## src/rtl/vfst_pkg.sv

```systemverilog
// Shared types and constants for the curve start-time lookup.
// No dependencies; imported by every other .sv file in rtl.
`default_nettype none
package vfst_pkg;

  localparam int VW = 32;
  localparam int MW = 33;
  localparam int PW = 66;

  typedef logic signed [VW-1:0] q16_t;
  typedef logic signed [MW-1:0] diff_t;

  localparam logic OP_LOAD   = 1'b0;
  localparam logic OP_SAMPLE = 1'b1;

  localparam logic [1:0] CASE_FREE = 2'd0;
  localparam logic [1:0] CASE_VOLT = 2'd1;
  localparam logic [1:0] CASE_FREQ = 2'd2;

  localparam logic [1:0] REG_POINTS     = 2'd0;
  localparam logic [1:0] REG_FREQ_LIMIT = 2'd1;
  localparam logic [1:0] REG_VOLT_LIMIT = 2'd2;

  typedef struct packed {
    logic       operation;
    logic [3:0] point_index;
    q16_t       point_volt;
    q16_t       point_freq;
    q16_t       point_time;
    logic       enable;
    q16_t       freq_ref;
    q16_t       volt_ref;
  } in_item_t;

  typedef struct packed {
    q16_t       start_time;
    q16_t       freq_limit_out;
    q16_t       volt_limit_out;
    logic       updated;
    logic [1:0] case_taken;
  } out_item_t;

  typedef enum logic [1:0] {SEL_VF, SEL_TV, SEL_TF} sel_t;

  typedef enum logic [3:0] {
    DP_NONE, DP_LAST, DP_FIRST, DP_STEP, DP_MDSTART, DP_FLAT, DP_MDEND,
    DP_C0, DP_C1, DP_C2
  } dp_op_t;

  typedef struct packed {
    logic   accept;
    dp_op_t op;
    sel_t   sel;
    logic   out_load;
    logic   out_updated;
  } vfst_cmd_t;

  typedef struct packed {
    logic is_sample;
    logic rise;
    logic clamp;
    logic hit;
    logic dx_zero;
    logic md_done;
    logic case0;
    logic vge;
  } vfst_stat_t;

endpackage
`default_nettype wire

```

## src/rtl/vfst_ctrl.sv

```systemverilog
// Controller: sequences table scans, arithmetic and result hand-off.
// Depends on vfst_pkg; drives vfst_dp through command and status structs.
`default_nettype none
module vfst_ctrl import vfst_pkg::*; #(
  parameter int MAX_POINTS = 16,
  localparam int AW = $clog2(MAX_POINTS)
) (
  input  logic          clk,
  input  logic          rst,
  input  logic          req_valid,
  output logic          req_ready,
  output logic          rsp_valid,
  input  logic          rsp_ready,
  input  vfst_stat_t    stat,
  input  logic [AW-1:0] nlast,
  output vfst_cmd_t     cmd,
  output logic [AW-1:0] rd_addr
);
  typedef enum logic [3:0] {
    S_IDLE, S_LAST, S_LATL, S_FIRST, S_SCAN, S_MDGO, S_MDWAIT, S_RES, S_OUT
  } state_t;

  state_t        state, state_next;
  sel_t          sel, sel_next;
  logic [AW-1:0] cnt, cnt_next;
  logic          out_valid, out_valid_next;
  logic          out_free;

  always_comb begin
    state_next     = state;
    sel_next       = sel;
    cnt_next       = cnt;
    out_free       = !out_valid || rsp_ready;
    out_valid_next = out_valid && !rsp_ready;
    req_ready      = state == S_IDLE && out_free;
    rd_addr        = '0;
    cmd            = '0;
    cmd.op         = DP_NONE;
    cmd.sel        = sel;
    case (state)
      S_IDLE: begin
        if (req_valid && req_ready) begin
          cmd.accept = 1'b1;
          if (stat.is_sample) begin
            if (stat.rise) begin
              sel_next   = SEL_VF;
              state_next = S_LAST;
            end else begin
              cmd.out_load   = 1'b1;
              out_valid_next = 1'b1;
            end
          end
        end
      end
      S_LAST: begin
        rd_addr    = nlast;
        state_next = S_LATL;
      end
      S_LATL: begin
        cmd.op     = DP_LAST;
        state_next = S_FIRST;
      end
      S_FIRST: begin
        cmd.op     = DP_FIRST;
        rd_addr    = AW'(1);
        cnt_next   = AW'(1);
        state_next = stat.clamp ? S_RES : S_SCAN;
      end
      S_SCAN: begin
        cmd.op  = DP_STEP;
        rd_addr = cnt + AW'(1);
        if (stat.hit || cnt == nlast) state_next = S_MDGO;
        else cnt_next = cnt + AW'(1);
      end
      S_MDGO: begin
        if (stat.dx_zero) begin
          cmd.op     = DP_FLAT;
          state_next = S_RES;
        end else begin
          cmd.op     = DP_MDSTART;
          state_next = S_MDWAIT;
        end
      end
      S_MDWAIT: begin
        if (stat.md_done) begin
          cmd.op     = DP_MDEND;
          state_next = S_RES;
        end
      end
      S_RES: begin
        case (sel)
          SEL_VF: begin
            if (stat.case0) begin
              cmd.op     = DP_C0;
              state_next = S_OUT;
            end else begin
              sel_next   = stat.vge ? SEL_TV : SEL_TF;
              state_next = S_LAST;
            end
          end
          SEL_TV: begin
            cmd.op     = DP_C1;
            state_next = S_OUT;
          end
          default: begin
            cmd.op     = DP_C2;
            state_next = S_OUT;
          end
        endcase
      end
      S_OUT: begin
        if (out_free) begin
          cmd.out_load    = 1'b1;
          cmd.out_updated = 1'b1;
          out_valid_next  = 1'b1;
          state_next      = S_IDLE;
        end
      end
      default: state_next = S_IDLE;
    endcase
  end

  always_ff @(posedge clk) begin
    if (rst) begin
      state     <= S_IDLE;
      sel       <= SEL_VF;
      cnt       <= '0;
      out_valid <= 1'b0;
    end else begin
      state     <= state_next;
      sel       <= sel_next;
      cnt       <= cnt_next;
      out_valid <= out_valid_next;
    end
  end

  assign rsp_valid = out_valid;
endmodule
`default_nettype wire

```

## config.mk

```make
export PLATFORM = sky130hd
export DESIGN_NAME = vfst_ctrl
export DESIGN_NICKNAME = d
export VERILOG_FILES = /design/src/rtl/vfst_pkg.sv /design/src/rtl/vfst_ctrl.sv
export SDC_FILE = /design/constraint.sdc
export NUM_CORES = 1
export LEC_CHECK = 0
export ABC_AREA = 1
export BUFFER_PORTS_ARGS = -buffer_cell sky130_fd_sc_hd__buf_2
export CAP_MARGIN = 20
export CORE_UTILIZATION = 48
export CTS_CLUSTER_SIZE = 10
export DETAILED_ROUTE_END_ITERATION = 7
export GPL_TIMING_DRIVEN = 0
export PLACE_DENSITY = 0.77
export SETUP_SLACK_MARGIN = 0.4
export SYNTH_ARGS = -nofsm -noshare
export SYNTH_HDL_FRONTEND = slang
export SYNTH_SLANG_ARGS = --single-unit
```

## constraint.sdc

```tcl
create_clock -name clk -period 1.3 [get_ports clk]
set_input_delay 0.13 -clock clk [delete_from_list [all_inputs] [get_ports clk]]
set_output_delay 0.13 -clock clk [all_outputs]
set_load 0.01 [all_outputs]
```

[Word level (Yosys, flattened, before mapping)]
Cells that the tools add are included.
Word-level totals
  register bits after elaboration: 11
  input port bits: 16
  output and inout bits: 15
  logic and storage cells: 77
Cells by class
  add/sub/neg operators: 1
  equal/unequal tests: 19
  muxes and demuxes: 39
  reduce and logical (&&, ||, !) cells: 14
Operator list (count)
  $mux 4: 9
  $pmux 4 s9: 1
  $pmux 4 s6: 1
  $eq 4x3->1 const B: 4
  $mux 2: 8
  $ne 2x2->1 const B: 8
  $pmux 4 s2: 2
  $mux 1: 12
  $pmux 4 s3: 1
  $reduce_and 6->1: 2
  $eq 4x2->1 const B: 2
  $mux 3: 2
  $add 4x1->4 const B: 1
  $eq 4x1->1 const B: 1
  $eq 4x4->1: 1
  $eq 4x4->1 const B: 1
  $logic_not 4->1: 1
  $pmux 1 s2: 2
  $pmux 2 s2: 1
  $reduce_bool 2->1: 2
  $logic_and 1x1->1: 3
  $eq 2x1->1 const B: 1
  $logic_not 1->1: 2
  $logic_not 2->1: 1
  other kinds (3): 4

[Depth between registers and ports, before layout]
  word-level depth: 6
  gate-level depth with buffers: 10
  gate-level depth less buffers: 10

[Worst setup path after synthesis]
Ideal clock, no wire load.
  path kind: register to output
  start: register state[2]
  end: output cmd[1] (netlist bit)
  arrival: 1124 ps
  required time: 1170 ps
  slack: 46 ps
  stages on the path, launching flop included: 6
  buffers on the path: 0
  path through: dfxtp_1 nor2_1 nand2_2 nor3_2 nand3_1 o21ai_0
RTL lines
  start: declaration: RTL line vfst_ctrl.sv:23  | state_t state, state_next;
  start signal: assignment: RTL line vfst_ctrl.sv:130  | state <= state_next;
  end: declaration: RTL line vfst_ctrl.sv:16  | output vfst_cmd_t cmd,

==> metrics.txt <==
# TYPE chip_impl_metric gauge
chip_impl_metric{name="via_count_of_the_first_global_routing_pass",unit=""} 1082
chip_impl_metric{name="clkTransAtPathRegs",unit="ns"} 0.08
chip_impl_metric{name="groute.layer.met2.usage",unit="%"} 59.7
chip_impl_metric{name="hold_viol",unit=""} 0
chip_impl_metric{name="tritoncts.num_buffers",unit=""} 3
chip_impl_metric{name="placement_rows",unit=""} 15
chip_impl_metric{name="worst_skew_pair.late_latency",unit="ns"} 0.29
chip_impl_metric{name="fp.dieArea",unit="sq um"} 1990
chip_impl_metric{name="finalMaxSlewViolations",unit=""} 0
chip_impl_info{name="critical_path_class",value="reg -> out"} 1
chip_impl_info{name="rsz_0062_raised_after_global_routing",value="true"} 1
chip_impl_metric{name="syn_avg_cell_area",unit="sq um"} 5.63
chip_impl_metric{name="cap_viol_max_count",unit=""} 0
chip_impl_metric{name="global_route.usage.met1",unit="%"} 37.5
chip_impl_metric{name="drc",unit=""} 0
chip_impl_metric{name="final.setup.tns",unit="ns"} -5.08
chip_impl_info{name="cts_tree",value="built"} 1
chip_impl_metric{name="fin_crit_sh",unit="%"} 129
chip_impl_metric{name="required",unit="ns"} 1.17
chip_impl_metric{name="netlist_area",unit="sq um"} 873
chip_impl_metric{name="power.static_leakage",unit="nW"} 0.823
chip_impl_metric{name="grt_first_pass_wirelength",unit="mm"} 4.80
chip_impl_metric{name="pin_count_of_the_biggest_net_entering_global_routing",unit=""} 9
chip_impl_info{name="synth.largest_area_cell",value="dfxtp_1"} 1
chip_impl_metric{name="synthDominantCellAreaShare",unit="%"} 25.2
chip_impl_metric{name="postSynthCellCount",unit=""} 155
chip_impl_metric{name="synthDistinctLibCells",unit=""} 19
chip_impl_info{name="failing_checks",value="setup timing"} 1
chip_impl_metric{name="n_antenna_cell",unit=""} 0
chip_impl_metric{name="area.growth.synth_to_final",unit="%"} 88.7
chip_impl_metric{name="postSynthNetCount",unit=""} 172
chip_impl_metric{name="io_buffers",unit=""} 30
chip_impl_metric{name="global_route.usage.met3",unit="%"} 7.76
chip_impl_metric{name="antenna_violating_nets_post_route",unit=""} 0
chip_impl_metric{name="preCtsSetupSlack",unit="ns"} -0.0199
chip_impl_info{name="crit_path_capture_type",value="output pin"} 1
chip_impl_metric{name="initial_core_utilization",unit="%"} 51.1
chip_impl_info{name="ctsRootBufferMaster",value="clkbuf_4"} 1
chip_impl_metric{name="ys_ff_latch",unit=""} 11
chip_impl_metric{name="clock_sinks",unit=""} 11
chip_impl_metric{name="routed_wire_length_per_instance",unit="um"} 19.1
chip_impl_info{name="global_route.peak_usage_layer",value="met2"} 1
chip_impl_info{name="synthTopCellsByArea",value="dfxtp_1, nand2_1, inv_1, nor2_1, nand3_1"} 1
chip_impl_metric{name="synth.yosys.warnings",unit=""} 0
chip_impl_metric{name="htree_levels",unit=""} 1
chip_impl_metric{name="post-route-worst-setup-slack",unit="ns"} -0.371
chip_impl_metric{name="synth.yosys.seq_area_share",unit="%"} 25.2
chip_impl_info{name="run_status",value="complete, but fails checks"} 1
chip_impl_metric{name="io_pins",unit=""} 31
chip_impl_metric{name="place_hpwl",unit="mm"} 1.76
chip_impl_metric{name="core_area",unit="sq um"} 1710
chip_impl_metric{name="max-slew-margin-rel",unit="%"} 80.4
chip_impl_metric{name="die_h",unit="um"} 44.7
chip_impl_metric{name="initial_antenna_violation_count",unit=""} 0
chip_impl_metric{name="route.final.wire_length",unit="mm"} 4.67
chip_impl_metric{name="detail_route.vias_per_cell",unit=""} 5.91
chip_impl_metric{name="ctsLongestPathBuffers",unit=""} 2
chip_impl_metric{name="synth_edf_count",unit=""} 0
chip_impl_info{name="ys_top_cells_by_count",value="nand2_1, inv_1, nor2_1"} 1
chip_impl_info{name="dominantRegCellSynth",value="dfxtp_1"} 1
chip_impl_metric{name="route.vias.total",unit=""} 1442
chip_impl_metric{name="finalSetupViolCount",unit=""} 20
chip_impl_info{name="hold_path_class",value="in -> reg"} 1
chip_impl_metric{name="fin_worst_skew",unit="ns"} 0.00669
chip_impl_metric{name="drt-pass1-iter-count",unit=""} 5
chip_impl_metric{name="n_fill_cell",unit=""} 38
chip_impl_metric{name="initialDrtViolationCount",unit=""} 116
chip_impl_metric{name="cts_hold_repair.buffers",unit=""} 0
chip_impl_metric{name="worst_ir_drop_vdd",unit="mV"} 0.620
chip_impl_metric{name="critical_path_peak_fanout",unit=""} 5
chip_impl_metric{name="power_per_cell_area",unit="nW/um^2"} 795
chip_impl_metric{name="chipWidth",unit="um"} 44.7
chip_impl_metric{name="grt_use_total",unit="%"} 34.0
chip_impl_metric{name="routabilityCongestion",unit=""} 0.844
chip_impl_metric{name="fmax",unit="MHz"} 598
chip_impl_info{name="critical_path.startpoint_type",value="flip-flop"} 1
chip_impl_metric{name="layout.nets",unit=""} 237
chip_impl_info{name="synth.most_common_cell",value="nand2_1"} 1
chip_impl_metric{name="worst_slew_pin_slew",unit="ns"} 0.293
chip_impl_metric{name="cp_data_arrival_time",unit="ns"} 1.54
chip_impl_metric{name="layout-drive-gt1-share",unit="%"} 62.6
chip_impl_metric{name="synth_async_sr_flop_share",unit="%"} 0
chip_impl_metric{name="finalCriticalPeriod",unit="ns"} 1.67
chip_impl_metric{name="gr-total-overflow",unit=""} 0
[per-stage QoR]
stage / util, % / hold WS (ns) / instances / total power [mW] / cell area, sq um
5_1_grt: 96.5 / 0.0695 / 244 / 1.36 / 1650
3_5_place_dp: 66.7 / 0.373 / 210 / 0.785 / 1140
6_report: 96.5 / 0.0784 / 244 / 1.31 / 1650
3_3_place_gp: 66.7 / 0.367 / 210 / 0.770 / 1140
2_1_floorplan: - / 0.192 / 155 / 0.671 / 957
4_1_cts: 85.3 / 0.0790 / 234 / 1.16 / 1460
[registers in the layout, indices dropped and copies added, names as in the netlist]
name,count
cnt,4
state,4
sel,2
rsp_valid,1
[layout by cell type, fill, tap and decap left out]
cell type,instances
buf_2,30
nand2_1,28
inv_1,23
buf_4,21
nor2_1,17
nand2_2,12
nor2_4,9
buf_6,9
nand2_4,8
o21ai_2,6
nor2_2,6
inv_2,5
dfxtp_4,5
nand3_4,4
nand3_1,4
inv_4,3
nand3_2,3
a21oi_2,3
clkbuf_4,3
dfxtp_1,3
dfxtp_2,3
o21a_1,2
a31oi_1,2
o2111ai_1,1
o21ai_1,1
nor3_4,1
o221ai_2,1
or2_4,1
nand2_8,1
a21oi_1,1
nor3_2,1
ha_4,1
clkinv_2,1
[timing repair]
action / in CTS / in global routing
setup buffers: 20 / 10
gates resized for setup: 42 / 31
hold endpoints to repair: 0 / 0
endpoints found under the setup margin: 23 / 25
pin swaps: 18 / 12
[worst max-delay path: stages, from the launching register on]
cell	delay [ns]
dfxtp_2	0.36
inv_2	0.09
nand2_4	0.10
nor2_4	0.18
nand3_2	0.10
o21ai_1	0.08
inv_1	0.10
nand3_1	0.10
buf_2	0.14
[cell families after synthesis]
| group | after synthesis | share of synthesized area, % |
|---|---|---|
| simple gates | 95 | 48.1 |
| buf+inv | 31 | 13.3 |
| fa+ha+maj | 1 | 1.43 |
| flops | 11 | 25.2 |
| compound gates | 17 | 11.9 |
[final timing paths]
path | end | from | slack [ns] | depth (start not counted)
worst max-delay path | cmd[5] | state[3]$_SDFFE_PP0P_ | -0.37 | 8
worst min-delay path | state[2]$_SDFFE_PP0P_ | rst | 0.08 | 2
worst max register to register | cnt[0]$_SDFFE_PP0P_ | state[3]$_SDFFE_PP0P_ | -0.30 | 12
worst min register to register | cnt[3]$_SDFFE_PP0P_ | cnt[3]$_SDFFE_PP0P_ | 0.58 | 2
[where the power goes]
part           switching [mW]  total, mW  internal [mW]
clock network           0.142      0.257          0.114
logic                   0.393      0.652          0.259
registers              0.0392      0.402          0.363
total                   0.575       1.31          0.736
[routing by layer]
| layer | up-vias | wire, um |
|---|---|---|
| met5 | - | 0 |
| met4 | 0 | 452 |
| met3 | 61 | 486 |
| met2 | 137 | 2150 |
| met1 | 642 | 1580 |
| li1 | 602 | - |
[final cells by class]
| cell class | count | area [sq um] | share of cell area (%) |
|---|---|---|---|
| Timing Repair Buffer | 60 | 409 | 24.8 |
| Tap cell | 25 | 31.3 | 1.90 |
| Multi-Input combinational cell | 113 | 813 | 49.4 |
| Clock buffer | 3 | 22.5 | 1.37 |
| Sequential cell | 11 | 243 | 14.7 |
| Clock inverter | 1 | 5.00 | 0.304 |
| Inverter | 31 | 124 | 7.52 |
(Power assumes the default switching activity.)
